[src/sv/assert_macros.svh]
// Assertion macros shared by the gain mixer RTL.
`ifndef ASSERT_MACROS_SVH
`define ASSERT_MACROS_SVH
`ifndef NO_ASSERTIONS
// Property that must hold at every clock edge out of reset.
`define PSGM_ASSERT(lbl, clk, rst, prop, msg) \
   lbl: assert property (@(posedge clk) disable iff (rst) prop) else $error(msg);
// Condition that must never be seen at a clock edge out of reset.
`define PSGM_ASSERT_NEVER(lbl, clk, rst, expr, msg) \
   lbl: assert property (@(posedge clk) disable iff (rst) !(expr)) else $error(msg);
`else
`define PSGM_ASSERT(lbl, clk, rst, prop, msg)
`define PSGM_ASSERT_NEVER(lbl, clk, rst, expr, msg)
`endif
`endif

[src/sv/psgm_pkg.sv]
// Types, constants and gain decode shared by the gain mixer modules.
package psgm_pkg;

   localparam int SAMPLE_W   = 16;
   localparam int GAIN_W     = 9;
   localparam int PROD_W     = SAMPLE_W + GAIN_W + 1;
   localparam int CSR_ADDR_W = 5;
   localparam int CSR_DATA_W = 32;

   localparam logic [2:0] CARD_EARLY_MIN = 3'd0;
   localparam logic [2:0] CARD_EARLY_MAX = 3'd3;
   localparam logic [2:0] CARD_WIDE      = 3'd6;
   localparam logic [2:0] CARD_TYPE_RST  = 3'd5;

   typedef enum logic [2:0] {
      REG_CARD_TYPE      = 3'd0,
      REG_VOICE_LEVEL    = 3'd1,
      REG_SYNTH_LEVEL    = 3'd2,
      REG_DIGITAL_ACTIVE = 3'd3,
      REG_SYNTH_ENABLE   = 3'd4
   } reg_index_type;

   // Gain tables: level * 256 / N, truncated.
   localparam logic [GAIN_W-1:0] GAIN_DIV3 [4] = '{9'd0, 9'd85, 9'd170, 9'd256};
   localparam logic [GAIN_W-1:0] GAIN_DIV7 [8] = '{
      9'd0, 9'd36, 9'd73, 9'd109, 9'd146, 9'd182, 9'd219, 9'd256};
   localparam logic [GAIN_W-1:0] GAIN_DIV15 [16] = '{
      9'd0, 9'd17, 9'd34, 9'd51, 9'd68, 9'd85, 9'd102, 9'd119,
      9'd136, 9'd153, 9'd170, 9'd187, 9'd204, 9'd221, 9'd238, 9'd256};

   typedef struct packed {
      logic [GAIN_W-1:0] voice_gain;
      logic [GAIN_W-1:0] synth_gain;
      logic              digital_active;
      logic              synth_enable;
   } ctrl_type;

   typedef struct packed {
      logic both;
      logic digital;
      logic synth;
   } mode_type;

   function automatic logic [GAIN_W-1:0] decode_gain(input logic [2:0] card,
                                                     input logic [7:0] level,
                                                     input logic       is_voice);
      logic [GAIN_W-1:0] g;
      if (card inside {[CARD_EARLY_MIN:CARD_EARLY_MAX]}) begin
         if (is_voice) begin
            g = GAIN_DIV3[level[2:1]];
         end else begin
            g = GAIN_DIV7[level[3:1]];
         end
      end else if (card == CARD_WIDE) begin
         g = GAIN_DIV15[level[7:4]];
      end else begin
         g = GAIN_DIV7[level[7:5]];
      end
      return g;
   endfunction

endpackage

[src/sv/psgm_csr.sv]
// Register file behind the APB-style port, with gain decode.
`include "assert_macros.svh"

module psgm_csr (
   input  logic                             clock,
   input  logic                             reset,
   input  logic                             csr_psel,
   input  logic                             csr_penable,
   input  logic                             csr_pwrite,
   input  logic [psgm_pkg::CSR_ADDR_W-1:0]  csr_paddr,
   input  logic [psgm_pkg::CSR_DATA_W-1:0]  csr_pwdata,
   output logic [psgm_pkg::CSR_DATA_W-1:0]  csr_prdata,
   output logic                             csr_pready,
   output psgm_pkg::ctrl_type               ctrl
);
   import psgm_pkg::*;

   logic [2:0]    card_type_ff, card_type_in;
   logic [7:0]    voice_level_ff, voice_level_in;
   logic [7:0]    synth_level_ff, synth_level_in;
   logic          digital_active_ff, digital_active_in;
   logic          synth_enable_ff, synth_enable_in;
   logic          wr_en;
   reg_index_type idx;

   assign csr_pready = 1'b1;
   assign wr_en      = csr_psel && csr_penable && csr_pwrite && csr_pready;
   assign idx        = reg_index_type'(csr_paddr[CSR_ADDR_W-1:2]);

   always_comb begin
      card_type_in      = card_type_ff;
      voice_level_in    = voice_level_ff;
      synth_level_in    = synth_level_ff;
      digital_active_in = digital_active_ff;
      synth_enable_in   = synth_enable_ff;
      if (wr_en) begin
         case (idx)
            REG_CARD_TYPE:      card_type_in      = csr_pwdata[2:0];
            REG_VOICE_LEVEL:    voice_level_in    = csr_pwdata[7:0];
            REG_SYNTH_LEVEL:    synth_level_in    = csr_pwdata[7:0];
            REG_DIGITAL_ACTIVE: digital_active_in = csr_pwdata[0];
            REG_SYNTH_ENABLE:   synth_enable_in   = csr_pwdata[0];
            default: ;
         endcase
      end
   end

   always_ff @(posedge clock) begin
      if (reset) begin
         card_type_ff      <= CARD_TYPE_RST;
         voice_level_ff    <= 8'd0;
         synth_level_ff    <= 8'd0;
         digital_active_ff <= 1'b0;
         synth_enable_ff   <= 1'b1;
      end else begin
         card_type_ff      <= card_type_in;
         voice_level_ff    <= voice_level_in;
         synth_level_ff    <= synth_level_in;
         digital_active_ff <= digital_active_in;
         synth_enable_ff   <= synth_enable_in;
      end
   end

   always_comb begin
      case (idx)
         REG_CARD_TYPE:      csr_prdata = {{(CSR_DATA_W-3){1'b0}}, card_type_ff};
         REG_VOICE_LEVEL:    csr_prdata = {{(CSR_DATA_W-8){1'b0}}, voice_level_ff};
         REG_SYNTH_LEVEL:    csr_prdata = {{(CSR_DATA_W-8){1'b0}}, synth_level_ff};
         REG_DIGITAL_ACTIVE: csr_prdata = {{(CSR_DATA_W-1){1'b0}}, digital_active_ff};
         REG_SYNTH_ENABLE:   csr_prdata = {{(CSR_DATA_W-1){1'b0}}, synth_enable_ff};
         default:            csr_prdata = '0;
      endcase
   end

   assign ctrl.voice_gain     = decode_gain(card_type_ff, voice_level_ff, 1'b1);
   assign ctrl.synth_gain     = decode_gain(card_type_ff, synth_level_ff, 1'b0);
   assign ctrl.digital_active = digital_active_ff;
   assign ctrl.synth_enable   = synth_enable_ff;

   `PSGM_ASSERT(a_card_type_write, clock, reset, wr_en && idx == REG_CARD_TYPE |=> card_type_ff == $past(csr_pwdata[2:0]), "card type write lost")

endmodule

[src/sv/psgm_scale.sv]
// One gain lane: multiply a sample by its gain, then divide by 256 toward zero.
module psgm_scale (
   input  logic                                clock,
   input  logic                                en_mul,
   input  logic                                en_trunc,
   input  logic signed [psgm_pkg::SAMPLE_W-1:0] sample,
   input  logic        [psgm_pkg::GAIN_W-1:0]   gain,
   output logic signed [psgm_pkg::SAMPLE_W-1:0] scaled
);
   import psgm_pkg::*;

   logic signed [PROD_W-1:0]   prod_ff, prod_in;
   logic        [PROD_W-1:0]   prod_adj;
   logic signed [SAMPLE_W-1:0] scaled_ff, scaled_in;

   assign prod_in = PROD_W'(sample) * PROD_W'($signed({1'b0, gain}));

   // Bias negative products by 255 so the shift truncates toward zero.
   assign prod_adj  = prod_ff + {{(PROD_W-8){1'b0}}, {8{prod_ff[PROD_W-1]}}};
   assign scaled_in = $signed(prod_adj[SAMPLE_W+7:8]);

   always_ff @(posedge clock) begin
      if (en_mul) begin
         prod_ff <= prod_in;
      end
      if (en_trunc) begin
         scaled_ff <= scaled_in;
      end
   end

   assign scaled = scaled_ff;

endmodule

[src/sv/psgm_mix.sv]
// Two-source combine: offset, product and sum, then the clamped mix formula; or one source passed through.
`include "assert_macros.svh"

module psgm_mix (
   input  logic                                 clock,
   input  logic                                 reset,
   input  logic                                 en_prep,
   input  logic                                 en_out,
   input  logic                                 prep_valid,
   input  logic signed [psgm_pkg::SAMPLE_W-1:0] scaled_digital,
   input  logic signed [psgm_pkg::SAMPLE_W-1:0] scaled_synth,
   input  psgm_pkg::mode_type                   mode,
   output logic        [psgm_pkg::SAMPLE_W-1:0] mixed
);
   import psgm_pkg::*;

   logic [SAMPLE_W-1:0]     a, b;
   logic [2*SAMPLE_W-1:0]   prod_ff, prod_in;
   logic [SAMPLE_W:0]       sum_ff, sum_in;
   logic                    low_ff, low_in;
   logic [SAMPLE_W-1:0]     single_ff, single_in;
   mode_type                mode_ff;
   logic [SAMPLE_W:0]       quot;
   logic [SAMPLE_W+2:0]     m_wide;
   logic [SAMPLE_W-1:0]     m_clamped;
   logic [SAMPLE_W-1:0]     mixed_ff, mixed_in;

   // Offset to unsigned by flipping the sign bit.
   assign a       = {~scaled_digital[SAMPLE_W-1], scaled_digital[SAMPLE_W-2:0]};
   assign b       = {~scaled_synth[SAMPLE_W-1], scaled_synth[SAMPLE_W-2:0]};
   assign prod_in = (2*SAMPLE_W)'(a) * (2*SAMPLE_W)'(b);
   assign sum_in  = {1'b0, a} + {1'b0, b};
   assign low_in  = scaled_digital[SAMPLE_W-1] || scaled_synth[SAMPLE_W-1];

   always_comb begin
      if (mode.digital) begin
         single_in = scaled_digital;
      end else if (mode.synth) begin
         single_in = scaled_synth;
      end else begin
         single_in = '0;
      end
   end

   always_ff @(posedge clock) begin
      if (en_prep) begin
         prod_ff   <= prod_in;
         sum_ff    <= sum_in;
         low_ff    <= low_in;
         single_ff <= single_in;
         mode_ff   <= mode;
      end
      if (en_out) begin
         mixed_ff <= mixed_in;
      end
   end

   // Upper branch: 2(a+b) - ab/32768 - 65536, which lands in 32768..65536.
   assign quot   = prod_ff[2*SAMPLE_W-1:SAMPLE_W-1];
   assign m_wide = {1'b0, sum_ff, 1'b0} - {2'b00, quot}
                   - {2'b00, 1'b1, {SAMPLE_W{1'b0}}};

   always_comb begin
      if (low_ff) begin
         m_clamped = quot[SAMPLE_W-1:0];
      end else if (m_wide[SAMPLE_W]) begin
         m_clamped = {SAMPLE_W{1'b1}};
      end else begin
         m_clamped = m_wide[SAMPLE_W-1:0];
      end
      if (mode_ff.both) begin
         mixed_in = {~m_clamped[SAMPLE_W-1], m_clamped[SAMPLE_W-2:0]};
      end else begin
         mixed_in = single_ff;
      end
   end

   assign mixed = mixed_ff;

   `PSGM_ASSERT_NEVER(a_mix_range, clock, reset, prep_valid && mode_ff.both && !low_ff && (m_wide[SAMPLE_W+2:SAMPLE_W+1] != 2'b00), "mix result out of range")

endmodule

[src/sv/pcm_synth_gain_mixer.sv]
// Top level of the PCM and synthesizer gain mixer.
// Mixes one digital PCM sample with one synthesizer sample per request. Gains are
// decoded from the emulated mixer bytes by card type; each sample is scaled by
// gain/256 toward zero and, when both sources are on, the two are combined with the
// Toth formula, clamped to 16 bits. The datapath is five register stages (capture,
// gain multiply, truncate, offset product, combine), and one request is taken every
// cycle while the output is not stalled; a stalled output holds only the stages behind
// it until the empty stages ahead have filled up. The user must write registers over
// the csr port only while no request is in flight; the block does not enforce this.
`include "assert_macros.svh"

module pcm_synth_gain_mixer (
   input  logic                            clock,
   input  logic                            reset,
   input  logic                            req_tvalid,
   output logic                            req_tready,
   input  logic [31:0]                     req_tdata,  // [15:0] digital_sample, [31:16] synth_sample
   output logic                            rsp_tvalid,
   input  logic                            rsp_tready,
   output logic [15:0]                     rsp_tdata,  // [15:0] mixed_sample
   input  logic                            csr_psel,
   input  logic                            csr_penable,
   input  logic                            csr_pwrite,
   input  logic [psgm_pkg::CSR_ADDR_W-1:0] csr_paddr,
   input  logic [psgm_pkg::CSR_DATA_W-1:0] csr_pwdata,
   output logic [psgm_pkg::CSR_DATA_W-1:0] csr_prdata,
   output logic                            csr_pready
);
   import psgm_pkg::*;

   localparam int NUM_STAGES = 5;

   ctrl_type                   ctrl;
   logic [NUM_STAGES:1]        valid_ff, valid_in;
   logic [NUM_STAGES:1]        adv;
   logic signed [SAMPLE_W-1:0] digital_ff, synth_ff;
   logic [GAIN_W-1:0]          voice_gain_ff, synth_gain_ff;
   mode_type                   mode1_ff, mode1_in, mode2_ff, mode3_ff;
   logic signed [SAMPLE_W-1:0] scaled_digital, scaled_synth;

   psgm_csr u_csr (
      .clock       (clock),
      .reset       (reset),
      .csr_psel    (csr_psel),
      .csr_penable (csr_penable),
      .csr_pwrite  (csr_pwrite),
      .csr_paddr   (csr_paddr),
      .csr_pwdata  (csr_pwdata),
      .csr_prdata  (csr_prdata),
      .csr_pready  (csr_pready),
      .ctrl        (ctrl)
   );

   // A stage advances when it is empty or the stage after it advances.
   always_comb begin
      adv[NUM_STAGES] = !valid_ff[NUM_STAGES] || rsp_tready;
      for (int k = NUM_STAGES - 1; k >= 1; k--) begin
         adv[k] = !valid_ff[k] || adv[k+1];
      end
      valid_in[1] = req_tvalid;
      for (int k = 2; k <= NUM_STAGES; k++) begin
         valid_in[k] = valid_ff[k-1];
      end
   end

   always_ff @(posedge clock) begin
      if (reset) begin
         valid_ff <= '0;
      end else begin
         for (int k = 1; k <= NUM_STAGES; k++) begin
            if (adv[k]) begin
               valid_ff[k] <= valid_in[k];
            end
         end
      end
   end

   assign req_tready = adv[1];
   assign rsp_tvalid = valid_ff[NUM_STAGES];

   assign mode1_in.both    = ctrl.digital_active && ctrl.synth_enable;
   assign mode1_in.digital = ctrl.digital_active && !ctrl.synth_enable;
   assign mode1_in.synth   = !ctrl.digital_active && ctrl.synth_enable;

   always_ff @(posedge clock) begin
      if (adv[1]) begin
         digital_ff    <= req_tdata[SAMPLE_W-1:0];
         synth_ff      <= req_tdata[2*SAMPLE_W-1:SAMPLE_W];
         voice_gain_ff <= ctrl.voice_gain;
         synth_gain_ff <= ctrl.synth_gain;
         mode1_ff      <= mode1_in;
      end
      if (adv[2]) begin
         mode2_ff <= mode1_ff;
      end
      if (adv[3]) begin
         mode3_ff <= mode2_ff;
      end
   end

   psgm_scale u_scale_digital (
      .clock    (clock),
      .en_mul   (adv[2]),
      .en_trunc (adv[3]),
      .sample   (digital_ff),
      .gain     (voice_gain_ff),
      .scaled   (scaled_digital)
   );

   psgm_scale u_scale_synth (
      .clock    (clock),
      .en_mul   (adv[2]),
      .en_trunc (adv[3]),
      .sample   (synth_ff),
      .gain     (synth_gain_ff),
      .scaled   (scaled_synth)
   );

   psgm_mix u_mix (
      .clock          (clock),
      .reset          (reset),
      .en_prep        (adv[4]),
      .en_out         (adv[5]),
      .prep_valid     (valid_ff[4]),
      .scaled_digital (scaled_digital),
      .scaled_synth   (scaled_synth),
      .mode           (mode3_ff),
      .mixed          (rsp_tdata)
   );

   `PSGM_ASSERT(a_ready_follows_sink, clock, reset, rsp_tready |-> req_tready, "input stalled while output drains")
   `PSGM_ASSERT(a_stage1_held, clock, reset, valid_ff[1] && !adv[2] |=> valid_ff[1], "stalled request dropped")

endmodule

[config.mk]
export PLATFORM = sky130hd
export DESIGN_NAME = pcm_synth_gain_mixer
export DESIGN_NICKNAME = d
export VERILOG_FILES = /design/src/sv/psgm_pkg.sv /design/src/sv/psgm_csr.sv /design/src/sv/psgm_scale.sv /design/src/sv/psgm_mix.sv /design/src/sv/pcm_synth_gain_mixer.sv
export VERILOG_INCLUDE_DIRS = /design/src /design/src/sv
export SDC_FILE = /design/constraint.sdc
export NUM_CORES = 2
export LEC_CHECK = 0
export ABC_AREA = 1
export BUFFER_PORTS_ARGS = -buffer_cell sky130_fd_sc_hd__buf_4
export CORE_UTILIZATION = 40
export CTS_CLUSTER_SIZE = 20
export DETAILED_ROUTE_END_ITERATION = 7
export MAX_ROUTING_LAYER = met4
export PLACE_DENSITY_LB_ADDON = 0.2
export SLEW_MARGIN = 15
export SYNTH_ARGS = -nofsm -noshare
export SYNTH_HDL_FRONTEND = slang
export SYNTH_HIERARCHICAL = 1
export SYNTH_SLANG_ARGS = --single-unit
[constraint.sdc]
create_clock -name clock -period 9.75 [get_ports clock]
set_input_delay 0.975 -clock clock [delete_from_list [all_inputs] [get_ports clock]]
set_output_delay 0.975 -clock clock [all_outputs]
set_load 0.005 [all_outputs]
; ---- Word-level counts from Yosys, hierarchy flattened
; Memories as Yosys holds them, arrays and structs flattened.
; Cells that the tools add are included.
[classes]
n_addsub = 5
mul = 3
n_lt_le_gt_ge = 8
eq_ne = 5
muxes = 23
bitwise_logic = 9
n_reduce_logical = 25
[op_table]
columns = op, count
row1 = two-way mux 9 bit, 16
row2 = two-way mux 16 bit, 5
row3 = multiplier 16 x 10 -> 26 bit, 2
row4 = adder 24 x 8 -> 24 bit, 2
row5 = one-hot mux 8 bit (5 select lines), 1
row6 = multiplier 16 x 16 -> 32 bit, 1
row7 = binary-select mux 9 bit (select 2 bit), 1
row8 = subtractor 17 bit, 1
row9 = "subtractor 17 bit, second input constant", 1
row10 = adder 16 bit, 1
row11 = ">= comparator 4 bit, second input constant", 3
row12 = inverter 3 -> 4 bit, 3
row13 = ">= comparator 5 bit, second input constant", 2
row14 = inverter 4 -> 5 bit, 2
row15 = AND reduction 2 bit, 5
row16 = zero test 1 bit, 7
row17 = "== test 3 x 2 -> 1 bit, second input constant", 2
row18 = "== test 3 bit, second input constant", 2
row19 = logical AND 1 bit, 6
row20 = logical OR 1 bit, 6
row21 = "== test 3 x 1 -> 1 bit, second input constant", 1
row22 = ">= comparator 3 x 1 -> 1 bit, second input constant", 1
row23 = ">= comparator 3 bit, second input constant", 1
row24 = "<= comparator 3 x 2 -> 1 bit, second input constant", 1
row25 = 3 further kinds, 5
[totals]
reg_bits = 251
romBits = 504
inputBits = 76
output_inout_bits = 51
word_cells = 116
mem_count = 5
[mem_list]
columns = name, depth, width, read_ports, rd_ports_with_merged_regs, wr, line
row1 = (name not given), 16, 9, 1, 0, 0, psgm_pkg.sv:55  ; g = GAIN_DIV15[level[7:4]];
row2 = (name not given), 16, 9, 1, 0, 0, psgm_pkg.sv:55
row3 = (name not given), 8, 9, 1, 0, 0, psgm_pkg.sv:57  ; g = GAIN_DIV7[level[7:5]];
row4 = (name not given), 8, 9, 1, 0, 0, psgm_pkg.sv:52  ; g = GAIN_DIV7[level[3:1]];
row5 = (name not given), 8, 9, 1, 0, 0, psgm_pkg.sv:57

; ---- Logic depth before layout (Yosys ltp)
[logic_depth]
depth_word = 6
mapped_depth = 27
ltp_nobuf = 25

; ---- Hierarchy
; The synthesis kept the hierarchy.
[by_module_without_submodules]
columns = module, instances, cells_each, area_each_um2, seq_area_each_um2
row1 = psgm_mix, 1, 1732, 13264.0, 2011.9
row2 = psgm_scale (u_scale_synth), 1, 1120, 8180.3, 1231.2
row3 = psgm_scale (u_scale_digital), 1, 1114, 8157.8, 1231.2
row4 = pcm_synth_gain_mixer, 1, 87, 1979.4, 1871.8
row5 = psgm_csr, 1, 304, 1816.7, 420.4

; ---- Least setup slack after synthesis
; OpenSTA, ideal clock, no wires.
[synth_timing]
path_kind = register -> register
start = reg u_scale_synth.scaled_ff[12] (netlist: u_scale_synth/scaled[12])
end = reg u_mix.prod_ff[31] (data pin)
setup_time_ns = 0.252
arrival_time_ns = 5.243
required_time_ns = 9.498
path_slack_ns = 4.255
stages_incl_launch_ff = 22
n_path_buf = 2
period_less_slack_ns = 5.495
path_cell_list = edfxtp_1 clkbuf_1 clkbuf_1 nand2_1 fa_1 inv_1 fa_1 fa_1 fa_1 fa_1 inv_1 fa_1 inv_1 ha_1 a21oi_1 o21ai_0 a21oi_1 nor2_1 nor2_1 nand2_1 nand2_1 nand2_1
[synth_via]
elab_chain_len = 1
[synth_lines]
columns = element, line
row1 = "start, declared", psgm_scale.sv:14  ; logic signed [SAMPLE_W-1:0] scaled_ff, scaled_in;
row2 = "start signal, assigned", psgm_scale.sv:27  ; scaled_ff <= scaled_in;
row3 = multiplier 16 x 16 -> 32 bit, psgm_mix.sv:31  ; assign prod_in = (2*SAMPLE_W)'(a) * (2*SAMPLE_W)'(b);
row4 = net u_mix.prod_in[31], psgm_mix.sv:18  ; logic [2*SAMPLE_W-1:0] prod_ff, prod_in;
row5 = "end signal, assigned", psgm_mix.sv:47  ; prod_ff <= prod_in;
row6 = "end, declared", psgm_mix.sv:18
; The timed path passes the listed nets, and every way through them passes these cells.
; A chain may end at the register's enable or synchronous reset.

; ---- Worst setup path after layout
[layout_timing]
start = reg u_scale_synth.scaled_ff[9] (netlist: u_scale_synth/scaled[9])
end = reg u_mix.prod_ff[31] (data pin)
; The elaborated chain is that of the path after synthesis.

==> out/qor.yml <==
clocking:
  clk_latency_ns: 0.62
  cts.sinks: 234
  cts_max_level: 1
  cts_hold_buffers: 0
  post_cts_resized: 0
  clk_pin_slew_ns: 0.06
  ctsLongestPathBuffers: 3
  cts-buffers-inserted: 31
  cts_setup_buffers: 0
  cts_tree: "built"
  clockRootBuffer: "clkbuf_16"
logic_synthesis:
  synth_edf_count: 208
  synth_top_area_share_pct: 26.31
  synth-seq-cells: 234
  ys_types: 51
  yosysWarnings: 6
  synth_top_area_cell: "fa_1"
  synth_area_um2: 33400
  synthCells: 4357
  postSynthAreaPerCell_um2: 7.665
  ys.flop_type: "edfxtp_1"
  synth_area_leaders: "fa_1, edfxtp_1, nand2_1, inv_1, ha_1"
  synth_most_common_cell: "nand2_1"
  synth_commonest_cells: "nand2_1, inv_1, fa_1"
  ys_seq_area_share_pct: 20.26
  synthArstFlopShare_pct: 0
power:
  power_mw: 3.180
  ir_drop_v: 0.0001336
  power_density_nw_per_um2: 89.00
  p_leak_nw: 20.84
worst_setup_path:
  crit_path_max_incr_delay_ns: 0.89
  path_delay_family: "adder cells"
  cpMostUsedCell: "fa_1"
  worstPathCellList: "ha_1 > inv_1 > fa_1 > fa_1 > inv_1 > fa_1 > fa_1 > fa_1 > inv_1 > fa_1 > inv_1 > ha_1 > a21oi_1 > o21ai_0 > a21oi_1 > nor2_1 > nor2_1 > nand2_1 > nand2_1 > nand2_1"
  cp_slowest_cell: "edfxtp_1"
  worstPathMaxFanout: 17
  crit_arrival_ns: 6.67
  endpoint_kind: "flip-flop"
  start_kind: "flip-flop"
  cp_data_required_time_ns: 10.10
  path_buf_inv: 4
  crit_type: "flip-flop to flip-flop"
outcome:
  outcome: "completed"
sta:
  post-route-min-period_ns: 6.324
  hold_viol: 0
  setup_tns_ns: 0
  drv_slew: 0
  worst_pin_slew_ns: 1.076
  rsz0062_at_grt: "false"
  maxSlewHeadroom_pct: 28.09
  timing.fmax_mhz: 158.1
  finalCritPeriodShare_pct: 64.86
  finClkSkew_ns: 0.03079
  final-setup-viol-count: 0
floorplanning:
  pin_count: 127
  fp.dieW_um: 291.0
  rows: 105
  fp.dieH_um: 291.0
  initial_core_util_pct: 40.55
  die-area_um2: 84650
  coreArea_um2: 82370
route:
  drc: 0
  drt-total-wl_um: 77710
  vias_per_cell: 4.689
  vias: 25426
  first_iter_violations: 1251
  dr.pass1.iters: 5
  wire_per_inst_um: 14.33
  antenna_left: 0
place:
  place.port_buffers: 75
  dp_cells: 5365
  dp.final_hpwl_um: 63950
  gp_congestion: 0.9317
global_routing:
  grt_overflow_total: 0
  grt_pass1_wl_um: 132900
  grt_start_max_net_pins: 54
  grt_pass1_vias: 26774
  grt_use_total_pct: 19.66
  antenna_found_initial: 0
finish:
  nets: 5118
  stdcell_count: 5422
  area_growth_pct: 6.979
  fillers: 8487
  multi_input_area_um2: 21890
  regArea_um2: 6766
  drive_gt1_share_pct: 5.469
  n_antenna_cell: 0
min_path:
  hp-class: "flip-flop to flip-flop"
job:
  cap_viol_max_count: 0
-- routing by layer --
layer	vias up	wire, µm	global-route usage, %
met5	-	0	-
met4	0	1604	4.362
met3	92	2395	1.458
met2	377	37190	33.47
met1	12096	36520	25.58
li1	12861	-	-
-- cells by family after synthesis --
family / synth area share (%)
buffers and inverters: 14.45
adder cells (fa/ha/maj): 36.62
flip-flops: 20.26
AO/OA/AOI/OAI: 3.559
XOR/XNOR: 1.547
AND/OR/NAND/NOR: 23.54
other: 0.02249
-- layout by cell type (no fill, tap or decap), drive strengths merged, types with 10 or more instances in the layout --
cell type and instances:
a21o 10, a21oi 123, buf 88, clkbuf 33, conb 25, dfxtp 26, edfxtp 208, fa 439
ha 275, inv 1074, nand2 1359, nand3 206, nand3b 20, nand4 27, nor2 239, nor3 25
o21ai 61, xnor2 18, xor2 41
-- power by group --
part / internal, mW / switching (mW)
logic: 0.284 / 0.457
registers: 1.16 / 0.101
clock network: 0.693 / 0.487
-- worst paths after layout --
check	end	cells after the start	slack, ns	start
worst max register to register	u_mix/prod_ff[31]$_DFFE_PP_	20	3.43	u_scale_synth/scaled[9]$_DFFE_PP_
worst min register to register	u_mix/mode_ff[2]$_DFFE_PP_	0	0.42	mode3_ff[2]$_DFFE_PP_
worst max-delay path	u_mix/prod_ff[31]$_DFFE_PP_	20	3.43	u_scale_synth/scaled[9]$_DFFE_PP_
worst min-delay path	u_mix/mode_ff[2]$_DFFE_PP_	0	0.42	mode3_ff[2]$_DFFE_PP_
-- final cells by class --
type                       count  share of cell area [%]
timing repair buffer          88                   1.849
sequential                   234                   18.94
clock buffer                  33                   2.192
tap                         1070                   3.747
clock inverter                24                  0.7459
inverter                    1071                   11.25
multi-input combinational   2902                   61.28
-- sequential cells by signal (all words and copies together), names as in the netlist, 5 cells and up --
register,flops
voice_gain_ff,9
u_mix/sum_ff,16
synth_ff,16
u_mix/prod_ff,17
u_scale_synth/scaled,16
u_csr/synth_level_ff,8
valid_ff,5
u_mix/single_ff,16
u_csr/voice_level_ff,8
digital_ff,16
u_mix/mixed,16
u_scale_synth/prod_ff,25
synth_gain_ff,9
u_scale_digital/prod_ff,25
u_scale_digital/scaled,16
-- metrics by stage --
step	hold WS, ns	worst slack (ns)	util [%]	area, µm²
after global placement	0.4036	3.461	42.10	34680
final	0.4219	3.426	43.38	35730
after detailed placement	0.4083	3.433	42.10	34680
after CTS	0.4230	3.408	43.38	35730
after floorplan	0.4003	4.255	-	33480
after global routing	0.4320	3.115	43.38	35730
Note: power is estimated with default switching activity, not from simulation.
